## src/rtl/core/spq_pkg.sv

```systemverilog
package spq_pkg;

  localparam int CAPACITY = 16;
  localparam int IDX_W    = $clog2(CAPACITY);
  localparam int CNT_W    = $clog2(CAPACITY + 1);

  localparam int ITEM_W   = 16;
  localparam int PRIO_W   = 15;
  localparam int PIN_W    = 16;
  localparam int COUNT_W  = 5;
  localparam int STAT_W   = 2;

  typedef enum logic [1:0] {
    OP_ENQUEUE = 2'd0,
    OP_DEQUEUE = 2'd1,
    OP_PEEK    = 2'd2,
    OP_CLEAR   = 2'd3
  } op_t;

  localparam logic [STAT_W-1:0] ST_OK        = 2'd0;
  localparam logic [STAT_W-1:0] ST_OVERFLOW  = 2'd1;
  localparam logic [STAT_W-1:0] ST_UNDERFLOW = 2'd2;

  typedef struct packed {
    logic [ITEM_W-1:0] item;
    logic [PRIO_W-1:0] prio;
  } entry_t;

  typedef struct packed {
    logic             en;
    logic [IDX_W-1:0] addr;
    entry_t           data;
  } mem_wr_t;

endpackage

```

## src/rtl/core/spq_store.sv

```systemverilog
module spq_store (
  input  logic                          clk,
  input  spq_pkg::mem_wr_t              wr,
  input  logic [spq_pkg::IDX_W-1:0]     raddr,
  output spq_pkg::entry_t               rdata
);

  spq_pkg::entry_t mem [spq_pkg::CAPACITY];

  always_ff @(posedge clk) begin
    if (wr.en) begin
      mem[wr.addr] <= wr.data;
    end
  end

  always_ff @(posedge clk) begin
    rdata <= mem[raddr];
  end

endmodule

```

## src/rtl/core/spq_seq.sv

```systemverilog
module spq_seq (
  input  logic                           clk,
  input  logic                           rst,
  input  logic                           start,
  input  logic [1:0]                     opcode,
  input  logic [spq_pkg::ITEM_W-1:0]     item_value,
  input  logic signed [spq_pkg::PIN_W-1:0] priority_in,
  output logic                           busy,
  output logic                           done,
  output logic [spq_pkg::ITEM_W-1:0]     item_out,
  output logic [spq_pkg::PRIO_W-1:0]     priority_out,
  output logic [spq_pkg::CNT_W-1:0]      cnt,
  output logic [spq_pkg::STAT_W-1:0]     status,
  output spq_pkg::mem_wr_t               wr,
  output logic [spq_pkg::IDX_W-1:0]      raddr,
  input  spq_pkg::entry_t                rdata
);

  typedef enum logic [6:0] {
    S_IDLE  = 7'b0000001,
    S_E_RD  = 7'b0000010,
    S_E_CMP = 7'b0000100,
    S_E_INS = 7'b0001000,
    S_F_CAP = 7'b0010000,
    S_D_RD  = 7'b0100000,
    S_D_WR  = 7'b1000000
  } state_t;

  state_t                       state;
  spq_pkg::op_t                 op;
  spq_pkg::entry_t              new_entry;
  logic [spq_pkg::CNT_W-1:0]    ptr;
  logic [spq_pkg::CNT_W-1:0]    ptr_m1;
  logic [spq_pkg::CNT_W-1:0]    ptr_p1;
  logic [spq_pkg::PRIO_W-1:0]   prio_fix;
  logic                         full;
  logic                         empty;
  logic                         accept;
  logic                         shift;

  assign busy   = (state != S_IDLE);
  assign accept = start && !busy;
  assign full   = (cnt == spq_pkg::CNT_W'(spq_pkg::CAPACITY));
  assign empty  = (cnt == '0);
  assign ptr_m1 = ptr - 1'b1;
  assign ptr_p1 = ptr + 1'b1;
  assign shift  = (new_entry.prio < rdata.prio);

  // non-positive priorities map to 1
  assign prio_fix = (priority_in[spq_pkg::PIN_W-1] || priority_in == '0) ?
                    spq_pkg::PRIO_W'(1) : priority_in[spq_pkg::PRIO_W-1:0];

  always_comb begin
    wr.en   = 1'b0;
    wr.addr = ptr[spq_pkg::IDX_W-1:0];
    wr.data = new_entry;
    raddr   = '0;
    unique case (state)
      S_E_RD: begin
        raddr = ptr_m1[spq_pkg::IDX_W-1:0];
      end
      S_E_CMP: begin
        wr.en = 1'b1;
        if (shift) begin
          wr.data = rdata;
        end
      end
      S_E_INS: begin
        wr.en = 1'b1;
      end
      S_D_RD: begin
        raddr = ptr[spq_pkg::IDX_W-1:0];
      end
      S_D_WR: begin
        wr.en   = 1'b1;
        wr.addr = ptr_m1[spq_pkg::IDX_W-1:0];
        wr.data = rdata;
      end
      default: begin
      end
    endcase
  end

  always_ff @(posedge clk) begin
    if (rst) begin
      state <= S_IDLE;
      cnt   <= '0;
      done  <= 1'b0;
    end else begin
      done <= 1'b0;
      unique case (state)
        S_IDLE: begin
          if (accept) begin
            op             <= spq_pkg::op_t'(opcode);
            new_entry.item <= item_value;
            new_entry.prio <= prio_fix;
            item_out       <= '0;
            priority_out   <= '0;
            status         <= spq_pkg::ST_OK;
            ptr            <= cnt;
            unique case (spq_pkg::op_t'(opcode))
              spq_pkg::OP_ENQUEUE: begin
                if (full) begin
                  status <= spq_pkg::ST_OVERFLOW;
                  done   <= 1'b1;
                end else if (empty) begin
                  state <= S_E_INS;
                end else begin
                  state <= S_E_RD;
                end
              end
              spq_pkg::OP_DEQUEUE, spq_pkg::OP_PEEK: begin
                if (empty) begin
                  status <= spq_pkg::ST_UNDERFLOW;
                  done   <= 1'b1;
                end else begin
                  state <= S_F_CAP;
                end
              end
              default: begin
                cnt  <= '0;
                done <= 1'b1;
              end
            endcase
          end
        end
        S_E_RD: begin
          state <= S_E_CMP;
        end
        S_E_CMP: begin
          if (shift) begin
            ptr   <= ptr_m1;
            state <= (ptr == spq_pkg::CNT_W'(1)) ? S_E_INS : S_E_RD;
          end else begin
            cnt   <= cnt + 1'b1;
            done  <= 1'b1;
            state <= S_IDLE;
          end
        end
        S_E_INS: begin
          cnt   <= cnt + 1'b1;
          done  <= 1'b1;
          state <= S_IDLE;
        end
        S_F_CAP: begin
          item_out     <= rdata.item;
          priority_out <= rdata.prio;
          ptr          <= spq_pkg::CNT_W'(1);
          if (op == spq_pkg::OP_PEEK) begin
            done  <= 1'b1;
            state <= S_IDLE;
          end else if (cnt == spq_pkg::CNT_W'(1)) begin
            cnt   <= '0;
            done  <= 1'b1;
            state <= S_IDLE;
          end else begin
            state <= S_D_RD;
          end
        end
        S_D_RD: begin
          state <= S_D_WR;
        end
        S_D_WR: begin
          ptr <= ptr_p1;
          if (ptr_p1 == cnt) begin
            cnt   <= cnt - 1'b1;
            done  <= 1'b1;
            state <= S_IDLE;
          end else begin
            state <= S_D_RD;
          end
        end
        default: begin
          state <= S_IDLE;
        end
      endcase
    end
  end

endmodule

```

## src/rtl/core/stable_priority_queue.sv

```systemverilog
// Clear, overflow, underflow finish from idle; peek captures the front; dequeue also moves
// each later entry forward (read+write per move). Enqueue moves larger-priority entries back
// one at a time; the insertion scan uses one read port, one write port and one comparator.
// Throughput: one transaction at a time; busy is high until the result cycle, when a new
// start is taken. Results are strobed by done for one cycle and cannot be stalled.
// Synchronous active-high reset empties the queue; storage contents are not cleared.
module stable_priority_queue (
  input  logic                             clk,
  input  logic                             rst,
  input  logic                             start,
  output logic                             busy,
  input  logic [1:0]                       opcode,
  input  logic [spq_pkg::ITEM_W-1:0]       item_value,
  input  logic signed [spq_pkg::PIN_W-1:0] priority_in,
  output logic                             done,
  output logic [spq_pkg::ITEM_W-1:0]       item_out,
  output logic [spq_pkg::PRIO_W-1:0]       priority_out,
  output logic [spq_pkg::COUNT_W-1:0]      count,
  output logic [spq_pkg::STAT_W-1:0]       status
);

  spq_pkg::mem_wr_t            wr;
  logic [spq_pkg::IDX_W-1:0]   raddr;
  spq_pkg::entry_t             rdata;
  logic [spq_pkg::CNT_W-1:0]   cnt;

  assign count = spq_pkg::COUNT_W'(cnt);

  spq_seq u_seq (
    .clk          (clk),
    .rst          (rst),
    .start        (start),
    .opcode       (opcode),
    .item_value   (item_value),
    .priority_in  (priority_in),
    .busy         (busy),
    .done         (done),
    .item_out     (item_out),
    .priority_out (priority_out),
    .cnt          (cnt),
    .status       (status),
    .wr           (wr),
    .raddr        (raddr),
    .rdata        (rdata)
  );

  spq_store u_store (
    .clk   (clk),
    .wr    (wr),
    .raddr (raddr),
    .rdata (rdata)
  );

endmodule

```

## config.mk

```make
export PLATFORM = sky130hd
export DESIGN_NAME = stable_priority_queue
export DESIGN_NICKNAME = d
export VERILOG_FILES = /design/src/rtl/core/spq_pkg.sv /design/src/rtl/core/spq_store.sv /design/src/rtl/core/spq_seq.sv /design/src/rtl/core/stable_priority_queue.sv
export SDC_FILE = /design/constraint.sdc
export NUM_CORES = 1
export LEC_CHECK = 0
export BUFFER_PORTS_ARGS = -buffer_cell sky130_fd_sc_hd__buf_2
export CAP_MARGIN = 20
export CORE_ASPECT_RATIO = 0.5
export CORE_MARGIN = 2
export CORE_UTILIZATION = 31
export CTS_CLUSTER_DIAMETER = 30
export DETAILED_ROUTE_END_ITERATION = 10
export GPL_ROUTABILITY_DRIVEN = 0
export PLACE_DENSITY = 0.43
export SLEW_MARGIN = 40
export SYNTH_ARGS = -nofsm -noshare
export SYNTH_HDL_FRONTEND = slang
export SYNTH_SLANG_ARGS = --single-unit
```

## constraint.sdc

```tcl
create_clock -name clk -period 5.9 [get_ports clk]
set_clock_uncertainty 0.05 [all_clocks]
set_input_delay 0.295 -clock clk [delete_from_list [all_inputs] [get_ports clk]]
set_output_delay 0.295 -clock clk [all_outputs]
set_load 0.1 [all_outputs]
```

* Yosys cells after proc, flatten, opt, wreduce, memory -nomap -nowiden
Memories as Yosys holds them, arrays and structs flattened. A register that Yosys moved wholly into a read port is not among the register bits.
Index checks and enable logic that the tools add are counted.
** Operators by class
- Add/sub/neg operators :: 4
- Magnitude comparators :: 1
- Equal/unequal tests :: 25
- Mux-type cells :: 44
- Bitwise operators :: 1
- Reductions and logical operators :: 17
** Operators by type and width (count)
- 31-bit one-hot mux with 2 select lines :: 1
- 7-bit one-hot mux with 6 select lines :: 1
- 5-bit 2-to-1 mux :: 8
- 7-bit 2-to-1 mux :: 5
- 16-bit one-hot mux with 2 select lines :: 1
- 31-bit 2-to-1 mux :: 1
- 15-bit one-hot mux with 2 select lines :: 1
- 5-bit one-hot mux with 5 select lines :: 1
- 5-bit one-hot mux with 4 select lines :: 1
- 16-bit logical NOT :: 1
- 16-bit 2-to-1 mux :: 1
- 15-bit < comparator :: 1
- 15-bit 2-to-1 mux :: 1
- 7-bit one-hot mux with 2 select lines :: 1
- 4-bit 2-to-1 mux :: 3
- 6-bit 2-to-1 mux :: 2
- 1-bit 2-to-1 mux :: 11
- 5-bit by 1-bit adder with 5-bit output (second input constant) :: 2
- 5-bit by 1-bit == test with 1-bit output (second input constant) :: 2
- 5-bit by 1-bit subtractor with 5-bit output (second input constant) :: 2
- 3-bit != test (second input constant) :: 3
- 2-bit by 1-bit != test with 1-bit output (second input constant) :: 4
- 4-bit one-hot mux with 2 select lines :: 1
- 4-bit AND reduction :: 2
- other kinds (30) :: 35
** Word-level totals
- Register bits after elaboration :: 84
- Bits in writable memories :: 496
- Input bits :: 37
- Output and inout port bits :: 40
- Word-level logic and storage cells :: 103
- Memories kept :: 1
** Memory list
- u_store.mem :: depth 16, bits a word 31, read ports 1, clocked after memory_dff 1, write ports 1, line spq_store.sv:8 : spq_pkg::entry_t mem [spq_pkg::CAPACITY];

* Logic depth before layout (Yosys ltp)
Gate-level depths: netlist of run 1.
- Depth in word-level cells :: 6
- Gate-level depth with buffers :: 13
- Depth with buffers taken out :: 8

* Cells and area by module
Synthesis of run 1 repeated with hierarchy kept, for this count alone.
** Unflattened totals
- Cell total of the unflattened synthesis :: 1227
- Area, all modules :: 24093.1 µm²
** By module, submodules not included
- spq_store :: times used 1, cells an instance 812, area an instance 19248.5 µm², sequential area each 15514.9 µm²
- spq_seq :: times used 1, cells an instance 415, area an instance 4844.6 µm², sequential area each 2392.3 µm²

* Worst setup path before layout of run 1
No wires, ideal clock.
- Path type :: register -> register
- Start :: reg u_seq.state[1]
- End :: mem u_store.mem[3][0] (netlist name) (enable)
- Library setup time :: 0.419 ns
- Arrival :: 3.729 ns
- Required time :: 5.431 ns
- Path slack :: 1.702 ns
- Cell stages (with the launch flop) :: 9
- Buffers on the path :: 2
- Clock period less this slack :: 4.198 ns
- Cells stage by stage :: dfxtp_1 > clkbuf_1 > or4_1 > nand2b_1 > inv_1 > buf_1 > ha_1 > or3_1 > nor2_1
** On the way
- Longest elaborated chain between the ends :: 5
- Elaborated cells on any way between the ends :: 8
- Those cells by class :: 3 x eq/ne; 4 x mux; 1 x reduce/logical
** RTL lines
- start: declaration :: line spq_seq.sv:29 : state_t state;
- start signal: assignment :: line spq_seq.sv:133 : state <= (ptr == spq_pkg::CNT_W'(1)) ? S_E_INS : S_E_RD;
- 7-bit by 4-bit == test with 1-bit output, or another cell as far along :: line spq_seq.sv:58 : unique case (state)
- 3-bit OR reduction (no line)
- 1-bit 2-to-1 mux :: line spq_seq.sv:58
- 1-bit 2-to-1 mux :: line spq_store.sv:11 : if (wr.en) begin
- 1-bit 2-to-1 mux (not written as such) :: line spq_store.sv:12 : mem[wr.addr] <= wr.data;
- end: declaration :: line spq_store.sv:8
Several ways; a longest one is shown, not always the timed one.

* Worst setup path after layout of run 1
- Start :: reg u_seq.state[0]
- End :: mem u_store.mem[13][4] (netlist name) (enable)
Same word-level chain as after synthesis.

==> summary.txt, run 1 <==
Status
  – Status: finished clean

Power and ir drop
  – Sw Pwr: 2.88 mW
  – Leak: 10.2 nW
  – VDD IR max: 0.268 mV
  – Clock network power share: 52.6%
  – Int Power: 9.19 mW
  – Sequential cell fraction of total power: 41.0%
  – Gate power share: 6.4%
  – Pwr per Cell Area: 393 mW/mm^2
  – Switching portion of total power: 23.8%

GRT
  – Initial antenna violation count: 2
  – Gr usage total: 16.2%
  – Vias in the first global route: 14,700
  – GR met1 Demand/Resource: 22.6%
  – Total gr overflow: 0
  – GR peak layer: met2
  – Met3 usage in global routing: 3.47%
  – Met2 Use GR: 25.3%
  – Global-route wire length before repair: 98,000 microns
  – Largest net degree at the start of global routing: 94

Worst setup path
  – FF-to-FF setup slack: 1.54 ns
  – Worst path slowest cell: or4_1
  – Delay of the slowest critical-path stage: 0.71 ns
  – RR Startpoint: u_seq.state[0]
  – Crit-path max FO: 20
  – CP Capture Type: flop
  – Critical-path cell list: or4_1, nand2b_1, inv_1, ha_1, or3_1, nor2_4, buf_4
  – Crit path arrival time: 4.65 ns
  – WS Path Type: flop to flop
  – R2R cell count: 7
  – CP Buf/Inv Count: 2
  – CP startpoint kind: flop
  – WP data required: 6.19 ns
  – Delay-heaviest family, CP: simple AND/OR/NAND/NOR gates
  – RR Endpoint: u_store.mem[13][4]

Synth
  – FF+latch count, synth: 611
  – Post-synth top area share: 69.0%
  – Synth Flop Type: edfxtp_1
  – Synth Area per Inst: 16.9 sq um
  – EDFF count, synth: 567
  – Mapped Area: 0.0247 sq mm
  – Distinct cells, synth: 66
  – Synth area leader: edfxtp_1
  – Synth cell count leaders: edfxtp_1, nand2_1, mux2i_1
  – Synth warnings: 0
  – Most numerous cell in the Yosys netlist: edfxtp_1
  – Asr flop ratio synth: 0%
  – Mapped Nets: 1,520
  – Synth area leaders: edfxtp_1, mux4_2, dfxtp_1
  – Mapped Cells: 1,459
  – Sequential fraction of the synthesis area: 72.6%

Flow run
  – Max-Cap Viols: 0

STA
  – Final setup TNS: 0 ns
  – Final period utilization: 73.9%
  – Final setup viols: 0
  – Tmin final: 4.36 ns
  – Max-slew violations: 0
  – Slew headroom: 46.8%
  – RSZ-0062 raised after global routing: false
  – Max Clk Rate: 0.229 GHz
  – Worst Max-Slew Pin Slew: 0.795 ns
  – Fin. Hold Viols: 0
  – Final WS setup: 1.54 ns

Place
  – DP Worst Slack: 1.51 ns
  – Count of input and output buffers: 76
  – Detail Placement HPWL: 39,000 microns

Cells and area
  – Layout cells sized above 1: 27.3%
  – Nets: 1,696
  – Layout fillers: 7,224
  – ANT cells: 0
  – Layout area overhead: 24.4%

Worst hold path
  – Worst hold path depth: 2
  – Hold Path Sink: u_seq.new_entry[12]
  – Hold Path Class: primary input to flop
  – HP Start: priority_in[15]

Route
  – Routed WL per cell: 23.8 microns
  – Final wirelength: 66,100 microns
  – Antenna viol nets, final: 0
  – Routed vias/inst: 4.98
  – Number of DRC markers in iteration 0: 987
  – Post-route DRC: 0
  – DR pass1 iterations: 5
  – Via count: 13,900

Die
  – Die width: 403 microns
  – DIE AREA: 0.0820 sq mm
  – Die H: 203 microns
  – Core Area: 0.0791 sq mm
  – Initial Util: 31.2%
  – Num rows: 73
  – Boundary pin count: 77

Clock network
  – Setup bufs post-CTS: 0
  – Htree depth: 3
  – Clock transition at path regs: 0.05 ns
  – Clock Latency Late Sink: 0.66 ns
  – TritonCTS clock tree: built
  – Cts bufs inserted: 109
  – # clock sinks: 611
  – CTS max path bufs: 3
  – Root buffer cell: clkbuf_16
[routing by layer]
layer | part of all wire [%] | wire [microns]
met3 | 4.7 | 3120
met5 | 0 | 0
met1 | 47 | 31300
met2 | 46 | 30200
met4 | 2.3 | 1550
[worst register-to-register path: stages, from the launching register on]
cell and delay, ns:
dfxtp_1 0.45, or4_1 0.71, nand2b_1 0.40, inv_1 0.48, ha_1 0.38, or3_1 0.56
nor2_4 0.66, buf_4 0.38
[layout make-up]
class / instances / area [sq um] / area share [%]
flip-flops and latches: 611 / 17900 / 58.4
multi-input cells: 723 / 6430 / 21.0
clock buffers: 132 / 2890 / 9.43
inverters: 38 / 143 / 0.465
clock inverters: 75 / 897 / 2.92
repair buffers: 152 / 1100 / 3.59
well taps: 1050 / 1310 / 4.28
[registers in the layout, indices dropped and copies added (netlist names)]
register            flops
u_seq.cnt               5
u_seq.status            2
u_store.rdata          31
u_seq.priority_out     15
u_seq.op                2
u_seq.done              1
u_seq.item_out         16
u_store.mem           496
u_seq.ptr               5
u_seq.state             7
u_seq.new_entry        31
[worst max path at each step]
stage	startpoint	to	slack, ns	cells after the start
4_1_cts	u_seq.state[0]	u_store.mem[5][27]	1.51	7
3_5_place_dp	u_seq.state[0]	u_store.mem[5][27]	1.51	7
5_1_grt	u_seq.state[0]	u_store.mem[5][27]	1.27	7
2_1_floorplan	u_seq.state[1]	u_store.mem[3][0]	1.70	8
6_report	u_seq.state[0]	u_store.mem[13][4]	1.54	7
3_3_place_gp	u_seq.state[0]	u_store.mem[9][30]	1.57	7
[through the flow]
step           instances  hold WS [ns]  area, sq um  util (%)  power, mW
3_3_place_gp        2535         0.422        26500      33.4       5.77
5_1_grt             2781        0.0320        30700      38.8       12.5
6_report            2781        0.0405        30700      38.8       12.1
4_1_cts             2780       0.00922        30700      38.8       12.2
2_1_floorplan       1459         0.344        24700         -       5.55
3_5_place_dp        2539         0.424        26500      33.5       5.79
[power by group through the flow]
stage	clock (mW)	sequential [mW]	combinational [mW]
floorplan	0	5.20	0.344
global placement	0	5.03	0.743
detailed placement	0	5.03	0.760
CTS	6.46	4.95	0.781
global route	6.66	4.96	0.839
finish	6.34	4.95	0.777
[layout by cell type (no fill, tap or decap), types with 11 or more instances in the layout]
| cell type | synthesis | routed |
|---|---|---|
| ha_1 | 24 | 24 |
| and3_1 | 23 | 23 |
| edfxtp_1 | 567 | 567 |
| and2_1 | 25 | 25 |
| clkinvlp_4 | 0 | 15 |
| mux2_2 | 61 | 61 |
| buf_4 | 3 | 33 |
| dfxtp_1 | 44 | 44 |
| a221o_1 | 11 | 11 |
| a21oi_1 | 19 | 17 |
| nand3_1 | 54 | 53 |
| clkbuf_16 | 0 | 109 |
| clkbuf_1 | 52 | 15 |
| a22o_1 | 11 | 11 |
| buf_2 | 18 | 78 |
| a22oi_1 | 26 | 26 |
| nor2_1 | 58 | 41 |
| bufinv_16 | 0 | 14 |
| mux2i_1 | 70 | 70 |
| nand2_1 | 75 | 73 |
| o21ai_0 | 17 | 15 |
| clkinv_2 | 0 | 22 |
| mux4_2 | 62 | 62 |
| nor2_4 | 0 | 17 |
| dlygate4sd3_1 | 0 | 34 |
| o211ai_1 | 49 | 49 |
| inv_1 | 38 | 38 |
[kinds of logic (layout without fill, tap and decap cells)]
logic type               after synthesis  after routing  share of synthesized area [%]
adder cells (fa/ha/maj)               24             24                           1.22
XOR/XNOR                              14             14                          0.553
flip-flops                           611            611                           72.6
AND/OR/NAND/NOR                      296            296                           5.98
multiplexers                         193            193                           11.3
buffers and inverters                125            397                           2.22
AO/OA/AOI/OAI                        196            196                           6.14
[timing repair]
action,in CTS,in global routing
hold buffers,34,0
gates resized for setup,0,0
endpoints found under the hold margin,35,0
(Power assumes the default switching activity.)
==> run 2: changes to the inputs <==
--- a/config.mk
+++ b/config.mk
@@ -13,7 +13,7 @@
 export CTS_CLUSTER_DIAMETER = 30
 export DETAILED_ROUTE_END_ITERATION = 10
 export GPL_ROUTABILITY_DRIVEN = 0
-export PLACE_DENSITY = 0.43
+export PLACE_DENSITY = 0.45
 export SLEW_MARGIN = 40
 export SYNTH_ARGS = -nofsm -noshare
 export SYNTH_HDL_FRONTEND = slang
==> constraint.sdc (replaced) <==
create_clock -name clk -period 3.84 [get_ports clk]
set_clock_uncertainty 0.05 [all_clocks]
set_input_delay 0.192 -clock clk [delete_from_list [all_inputs] [get_ports clk]]
set_output_delay 0.192 -clock clk [all_outputs]
set_load 0.1 [all_outputs]
==> run 2 against run 1 <==
Compared with the run above: setup slack worse by 1.2 ns; design area is 1.1% higher; sequential share of layout area is 0.65 points lower; non-clock buffer count is 30 higher; register-to-register slack worse by 1.2 ns; wire length is 3.5% higher; combinational power is 58% higher; via count is 2.5% higher; critical path depth is 2 higher; clock power is 51% higher; largest power group unchanged; hold slack better by 0.0053 ns.
==> summary.txt, run 2 (synthesized netlist as in run 1, its figures left out) <==
Clock network
  – Clock Latency Late Sink: 0.65 ns (was 0.66 ns)
  – Post-CTS sizing: 0 (unchanged)
  – Root buffer cell: clkbuf_16 (unchanged)
  – Htree depth: 3 (unchanged)
  – Cts bufs inserted: 106 (was 109)
  – Clock transition at path regs: 0.05 ns (about the same)
  – TritonCTS clock tree: built (unchanged)
  – Setup bufs post-CTS: 0 (unchanged)
  – # clock sinks: 611 (unchanged)
  – CTS max path bufs: 3 (unchanged)

GRT
  – Gr usage total: 16.7% (was 16.2%)
  – Total gr overflow: 0 (unchanged)
  – Initial antenna violation count: 3 (was 2)
  – Global-route wire length before repair: 99,400 microns (was 98,000 microns)
  – Vias in the first global route: 14,500 (was 14,700)
  – Largest net degree at the start of global routing: 63 (was 94)

Worst setup path
  – RR Endpoint: u_store.rdata[1] (was u_store.mem[13][4])
  – Crit path arrival time: 3.89 ns (was 4.65 ns)
  – Delay of the slowest critical-path stage: 0.60 ns (was 0.71 ns)
  – Most used cell, CP: buf_4
  – FF-to-FF setup slack: 0.37 ns (was 1.54 ns)
  – Critical-path cell list: inv_1, ha_1, nor4_2, buf_4, o21ai_4, buf_4, nand3_1, o211a_1, o211ai_1 (was or4_1, nand2b_1, inv_1, ha_1, or3_1, nor2_4, buf_4)
  – R2R cell count: 9 (was 7)
  – WS Path Type: flop to flop (unchanged)
  – Crit-path max FO: 24 (was 20)
  – CP Capture Type: flop (unchanged)
  – RR Startpoint: u_seq.ptr[0] (was u_seq.state[0])
  – Critical Path Stages: 9 (was 7)
  – Crit. Startpoint: u_seq.ptr[0] (was u_seq.state[0])
  – Setup crit end: u_store.rdata[1] (was u_store.mem[13][4])
  – Delay-heaviest family, CP: compound AO/OA/AOI/OAI gates (was simple AND/OR/NAND/NOR gates)
  – CP startpoint kind: flop (unchanged)
  – Worst path slowest cell: o21ai_4 (was or4_1)
  – CP Buf/Inv Count: 3 (was 2)
  – WP data required: 4.26 ns (was 6.19 ns)

Cells and area
  – Post-layout util: 39.2% (was 38.8%)
  – Final Non-Filler Cells: 2,804 (was 2,781)
  – ANT cells: 0 (unchanged)
  – Layout area overhead: 25.8% (was 24.4%)
  – Commonest non-fill, non-tap cell in the layout: edfxtp_1 (unchanged)
  – Nets: 1,723 (was 1,696)
  – Layout cells sized above 1: 27.4% (was 27.3%)
  – Most frequent cells in the layout: edfxtp_1, clkbuf_16, buf_2 (unchanged)
  – Number of flip-flops in the largest register: 496 (unchanged)
  – Largest regs: u_store.mem x496, u_seq.new_entry x31, u_store.rdata x31 (unchanged)
  – Most flop-heavy register: u_store.mem (unchanged)

STA
  – Final WS setup: 0.369 ns (was 1.54 ns)
  – Worst hold slack: 0.0458 ns (was 0.0405 ns)
  – Tmin final: 3.47 ns (was 4.36 ns)
  – Final setup viols: 0 (unchanged)
  – RSZ-0062 raised after global routing: false (unchanged)
  – Final period utilization: 90.4% (was 73.9%)
  – Fin. Hold Viols: 0 (unchanged)
  – Max Clk Rate: 0.288 GHz (was 0.229 GHz)
  – Worst Max-Slew Pin Slew: 0.788 ns (was 0.795 ns)
  – Max-slew violations: 0 (unchanged)
  – Slew headroom: 47.0% (was 46.8%)

Route
  – Final wirelength: 68,400 microns (was 66,100 microns)
  – Post-route DRC: 0 (unchanged)
  – Number of DRC markers in iteration 0: 1,261 (was 987)
  – Routed WL per cell: 24.4 microns (was 23.8 microns)
  – DR pass1 iterations: 7 (was 5)
  – Via count: 14,200 (was 13,900)
  – Antenna viol nets, final: 0 (unchanged)
  – Routed vias/inst: 5.07 (was 4.98)

Die
  – Die H: 203 microns (unchanged)
  – Die width: 403 microns (unchanged)
  – Initial Util: 31.2% (unchanged)
  – Boundary pin count: 77 (unchanged)
  – Num rows: 73 (unchanged)
  – Core Area: 0.0791 sq mm (unchanged)
  – DIE AREA: 0.0820 sq mm (unchanged)

Worst hold path
  – Hold Path Class: primary input to flop (unchanged)
  – HP Start: priority_in[15] (unchanged)

Power and ir drop
  – Power Total: 18.4 mW (was 12.1 mW)
  – VDD IR max: 0.333 mV (was 0.268 mV)
  – Pwr per Cell Area: 593 mW/mm^2 (was 393 mW/mm^2)
  – Leak: 10.4 nW (was 10.2 nW)

Flow run
  – Max-Cap Viols: 0 (unchanged)

Place
  – Count of input and output buffers: 76 (unchanged)
  – Detail Placement HPWL: 38,400 microns (was 39,000 microns)
  – Placed cell count: 2,562 (was 2,539)
  – DP Worst Slack: 0.369 ns (was 1.51 ns)

Status
  – Status: finished clean (unchanged)
==> run 2: cell type report <==
class,instances,area (sq um)
Clock inverter,69,832
Timing Repair Buffer,182,1560
Clock buffer,131,2870
Multi-Input combinational cell,723,6410
Tap cell,1050,1310
Inverter,38,143
Fill cell,7162,48100
Sequential cell,611,17900
==> run 2: metal layers <==
metal  global-route usage (%)  vias to the layer above  share of wire (%)
met5                        0                        -                  0
met4                     4.96                        0                2.2
met3                     3.31                      107                5.3
met2                     27.0                      407                 47
met1                     22.8                     7423                 46
li1                         -                     6266                  -
==> run 2: repair_timing <==
action / CTS / global route
setup endpoints to repair: 0 / 0
hold buffers: 42 / 0
hold endpoints to repair: 41 / 0
==> run 2: worst min-delay path by stage <==
stage,to,depth (start not counted),slack (ns)
after CTS,u_seq.new_entry[1],2,0.004
after global placement,u_seq.new_entry[19],1,0.32
after global routing,u_seq.new_entry[1],2,0.02
final,u_seq.new_entry[1],2,0.05
after floorplan,u_seq.new_entry[15],0,0.24
after detailed placement,u_seq.new_entry[19],1,0.32
==> run 2: where the power goes <==
group	leakage, nW	internal [mW]	switching (mW)
registers	5.50	7.51	0.0935
clock network	1.78	6.27	3.28
logic	3.13	0.303	0.926
total	10.4	14.1	4.30
==> run 2: through the flow <==
stage               area, sq um  setup TNS, ns
floorplan                 24700         -86.45
global placement          26900              0
detailed placement        26900              0
CTS                       31000              0
global route              31000              0
finish                    31000              0
==> run 2: worst register-to-register path, stage by stage (launching register included) <==
cell and delay [ns]:
edfxtp_1 0.56, inv_1 0.12, ha_1 0.47, nor4_2 0.12
buf_4 0.22, o21ai_4 0.60, buf_4 0.47, nand3_1 0.13
o211a_1 0.14, o211ai_1 0.42
==> run 3: changes to the inputs <==
--- a/config.mk
+++ b/config.mk
@@ -17,4 +17,5 @@
 export SLEW_MARGIN = 40
 export SYNTH_ARGS = -nofsm -noshare
 export SYNTH_HDL_FRONTEND = slang
+export SYNTH_HIERARCHICAL = 1
 export SYNTH_SLANG_ARGS = --single-unit
==> run 3 against run 2 <==
Compared with the run above: area after synthesis down 2.3%; setup slack got worse by 0.076 ns; design area shrank 2.1%; register-to-register slack worse by 0.08 ns; sequential share of layout area is 1.2 points higher; synthesized cell count shrank 16%; first-iteration DRC count shrank 21%; critical path type unchanged; critical endpoint is now u_store/mem[4][20].
==> summary.txt, run 3 <==
Status
  – Status: finished clean (unchanged)

Place
  – Detail Placement HPWL: 35,000 microns (was 38,400 microns)
  – Count of input and output buffers: 76 (unchanged)
  – Area post-placement: 0.0263 sq mm (was 0.0269 sq mm)

STA
  – Worst Max-Slew Pin Slew: 0.925 ns (was 0.788 ns)
  – Final period utilization: 92.4% (was 90.4%)
  – Slew headroom: 37.8% (was 47.0%)
  – RSZ-0062 raised after global routing: false (unchanged)
  – Max-slew violations: 0 (unchanged)
  – Max Clk Rate: 0.282 GHz (was 0.288 GHz)
  – Tmin final: 3.55 ns (was 3.47 ns)
  – Fin. Hold Viols: 0 (unchanged)
  – Final setup viols: 0 (unchanged)
  – Final setup TNS: 0 ns (unchanged)

Worst setup path
  – Crit-path max FO: 22 (was 24)
  – WS Path Type: flop to flop (unchanged)
  – CP Capture Type: flop (unchanged)
  – WP data required: 4.17 ns (was 4.26 ns)
  – CP startpoint kind: flop (unchanged)
  – Crit path arrival time: 3.87 ns (was 3.89 ns)

GRT
  – Largest net degree at the start of global routing: 46 (was 63)
  – Total gr overflow: 0 (unchanged)
  – Global-route wire length before repair: 91,900 microns (was 99,400 microns)
  – Gr usage total: 15.8% (was 16.7%)
  – Vias in the first global route: 13,500 (was 14,500)
  – Initial antenna violation count: 0 (was 3)

Power and ir drop
  – Leak: 10.0 nW (was 10.4 nW)
  – Pwr per Cell Area: 608 mW/mm^2 (was 593 mW/mm^2)
  – VDD IR max: 0.367 mV (was 0.333 mV)
  – Power Total: 18.5 mW (was 18.4 mW)

Synth
  – Distinct cells, synth: 67 (was 66)
  – Synth area leaders: edfxtp_1, mux4_2, dfxtp_1 (unchanged)
  – Synth warnings: 6 (was 0)
  – Synth Flop Type: edfxtp_1 (unchanged)
  – Most numerous cell in the Yosys netlist: edfxtp_1 (unchanged)
  – Post-synth top area share: 70.7% (was 69.0%)
  – Asr flop ratio synth: 0% (unchanged)
  – FF+latch count, synth: 611 (unchanged)
  – Mapped Nets: 1,288 (was 1,520)
  – Sequential fraction of the synthesis area: 74.3% (was 72.6%)
  – Synth cell count leaders: edfxtp_1, mux4_2, a22oi_1 (was edfxtp_1, nand2_1, mux2i_1)
  – Synth area leader: edfxtp_1 (unchanged)
  – Synth Area per Inst: 19.6 sq um (was 16.9 sq um)
  – Mapped Area: 0.0241 sq mm (was 0.0247 sq mm)
  – EDFF count, synth: 567 (unchanged)
  – Mapped Cells: 1,227 (was 1,459)

Cells and area
  – Commonest non-fill, non-tap cell in the layout: edfxtp_1 (unchanged)
  – Fin area: 0.0304 sq mm (was 0.0310 sq mm)
  – Post-layout util: 39.4% (was 39.2%)
  – Nets: 1,510 (was 1,723)
  – Most flop-heavy register: u_store/mem (was u_store.mem)
  – Layout fillers: 6,959 (was 7,162)
  – Number of flip-flops in the largest register: 496 (unchanged)
  – Layout cells sized above 1: 32.9% (was 27.4%)
  – Largest regs: u_store/mem x496, u_seq/new_entry x31, u_store/rdata x31 (was u_store.mem x496, u_seq.new_entry x31, u_store.rdata x31)
  – Reg area: 0.0179 sq mm (unchanged)
  – Most frequent cells in the layout: edfxtp_1, mux4_2, clkbuf_16 (was edfxtp_1, clkbuf_16, buf_2)
  – Multi-input combinational cell area: 0.00594 sq mm (was 0.00641 sq mm)
  – ANT cells: 0 (unchanged)
  – Layout area overhead: 26.1% (was 25.8%)

Route
  – Routed WL per cell: 24.3 microns (was 24.4 microns)
  – Routed vias/inst: 4.92 (was 5.07)
  – Antenna viol nets, final: 0 (unchanged)
  – Post-route DRC: 0 (unchanged)
  – DR pass1 iterations: 5 (was 7)
  – Number of DRC markers in iteration 0: 993 (was 1,261)
  – Via count: 12,700 (was 14,200)
  – Final wirelength: 62,700 microns (was 68,400 microns)

Die
  – DIE AREA: 0.0801 sq mm (was 0.0820 sq mm)
  – Die width: 398 microns (was 403 microns)
  – Boundary pin count: 77 (unchanged)
  – Num rows: 72 (was 73)
  – Die H: 201 microns (was 203 microns)
  – Core Area: 0.0771 sq mm (was 0.0791 sq mm)
  – Initial Util: 31.2% (about the same)

Clock network
  – CTS max path bufs: 3 (unchanged)
  – Clock Latency Late Sink: 0.67 ns (was 0.65 ns)
  – Clock transition at path regs: 0.05 ns (about the same)
  – Root buffer cell: clkbuf_16 (unchanged)
  – Cts bufs inserted: 108 (was 106)
  – # clock sinks: 611 (unchanged)
  – TritonCTS clock tree: built (unchanged)
  – Htree depth: 3 (unchanged)

Worst hold path
  – Hold Path Class: primary input to flop (unchanged)

Flow run
  – Max-Cap Viols: 0 (unchanged)
[run 3: cell families (layout without fill, tap and decap cells)]
| logic type | after synthesis | in the layout | share of synthesized area (%) |
|---|---|---|---|
| xor+xnor | 14 | 14 | 0.566 |
| fa+ha+maj | 24 | 24 | 1.25 |
| buf+inv | 87 | 405 | 1.92 |
| compound gates | 139 | 139 | 4.12 |
| flops | 611 | 611 | 74.3 |
| mux | 155 | 155 | 13.5 |
| simple gates | 197 | 197 | 4.31 |
[run 3: report_power, final]
| group | switching, mW | total, mW | internal [mW] |
|---|---|---|---|
| registers | 0.100 | 7.69 | 7.59 |
| logic | 1.14 | 1.50 | 0.363 |
| clock network | 3.53 | 9.26 | 5.74 |
| total | 4.77 | 18.5 | 13.7 |
[run 3: path summary, 6_finish.rpt]
| kind | startpoint | endpoint | slack, ns | depth (start not counted) |
|---|---|---|---|---|
| max | u_seq/new_entry[2] | u_store/mem[4][20] | 0.29 | 8 |
| min reg2reg | u_store/rdata[23] | u_seq/item_out[8] | 0.48 | 1 |
| max reg2reg | u_seq/new_entry[2] | u_store/mem[4][20] | 0.29 | 8 |
| min | priority_in[15] | u_seq/new_entry[0] | 0.05 | 3 |
[run 3: critical path, stage by stage (launching register included)]
cell,delay (ns)
edfxtp_1,0.41
ha_1,0.31
nand2_1,0.05
o21ai_0,0.36
a21oi_1,0.23
o311ai_4,0.58
nand2_4,0.47
buf_4,0.36
mux2_4,0.39
[run 3: repair_timing]
action / in CTS / in global routing
resized for setup: 0 / 0
hold buffers: 42 / 0
buffers inserted: 0 / 0
endpoints found under the hold margin: 42 / 0
[run 3: cell type report]
| cell class | count | share of cell area (%) |
|---|---|---|
| multi-input combinational | 529 | 19.5 |
| inverter | 26 | 0.321 |
| clock buffer | 132 | 9.63 |
| tap | 1036 | 4.27 |
| timing repair buffer | 173 | 4.94 |
| sequential | 611 | 59.0 |
| clock inverter | 74 | 2.34 |
[run 3: metrics by stage]
step | setup WS (ns) | instances | hold WS (ns)
floorplan | -0.0427 | 1227 | 0.214
global placement | 0.368 | 2333 | 0.318
detailed placement | 0.313 | 2333 | 0.320
CTS | 0.279 | 2581 | 0.0292
global route | 0.193 | 2581 | 0.0811
finish | 0.293 | 2581 | 0.0469
[run 3: layer usage]
| metal | global-route usage, % | routed length [microns] | part of all wire [%] | up-vias |
|---|---|---|---|---|
| met4 | 5.00 | 1500 | 2.4 | 0 |
| met3 | 2.92 | 2850 | 4.5 | 98 |
| li1 | - | - | - | 5520 |
| met2 | 25.5 | 30100 | 48 | 324 |
| met1 | 21.8 | 28200 | 45 | 6756 |
| met5 | 0 | 0 | 0 | - |
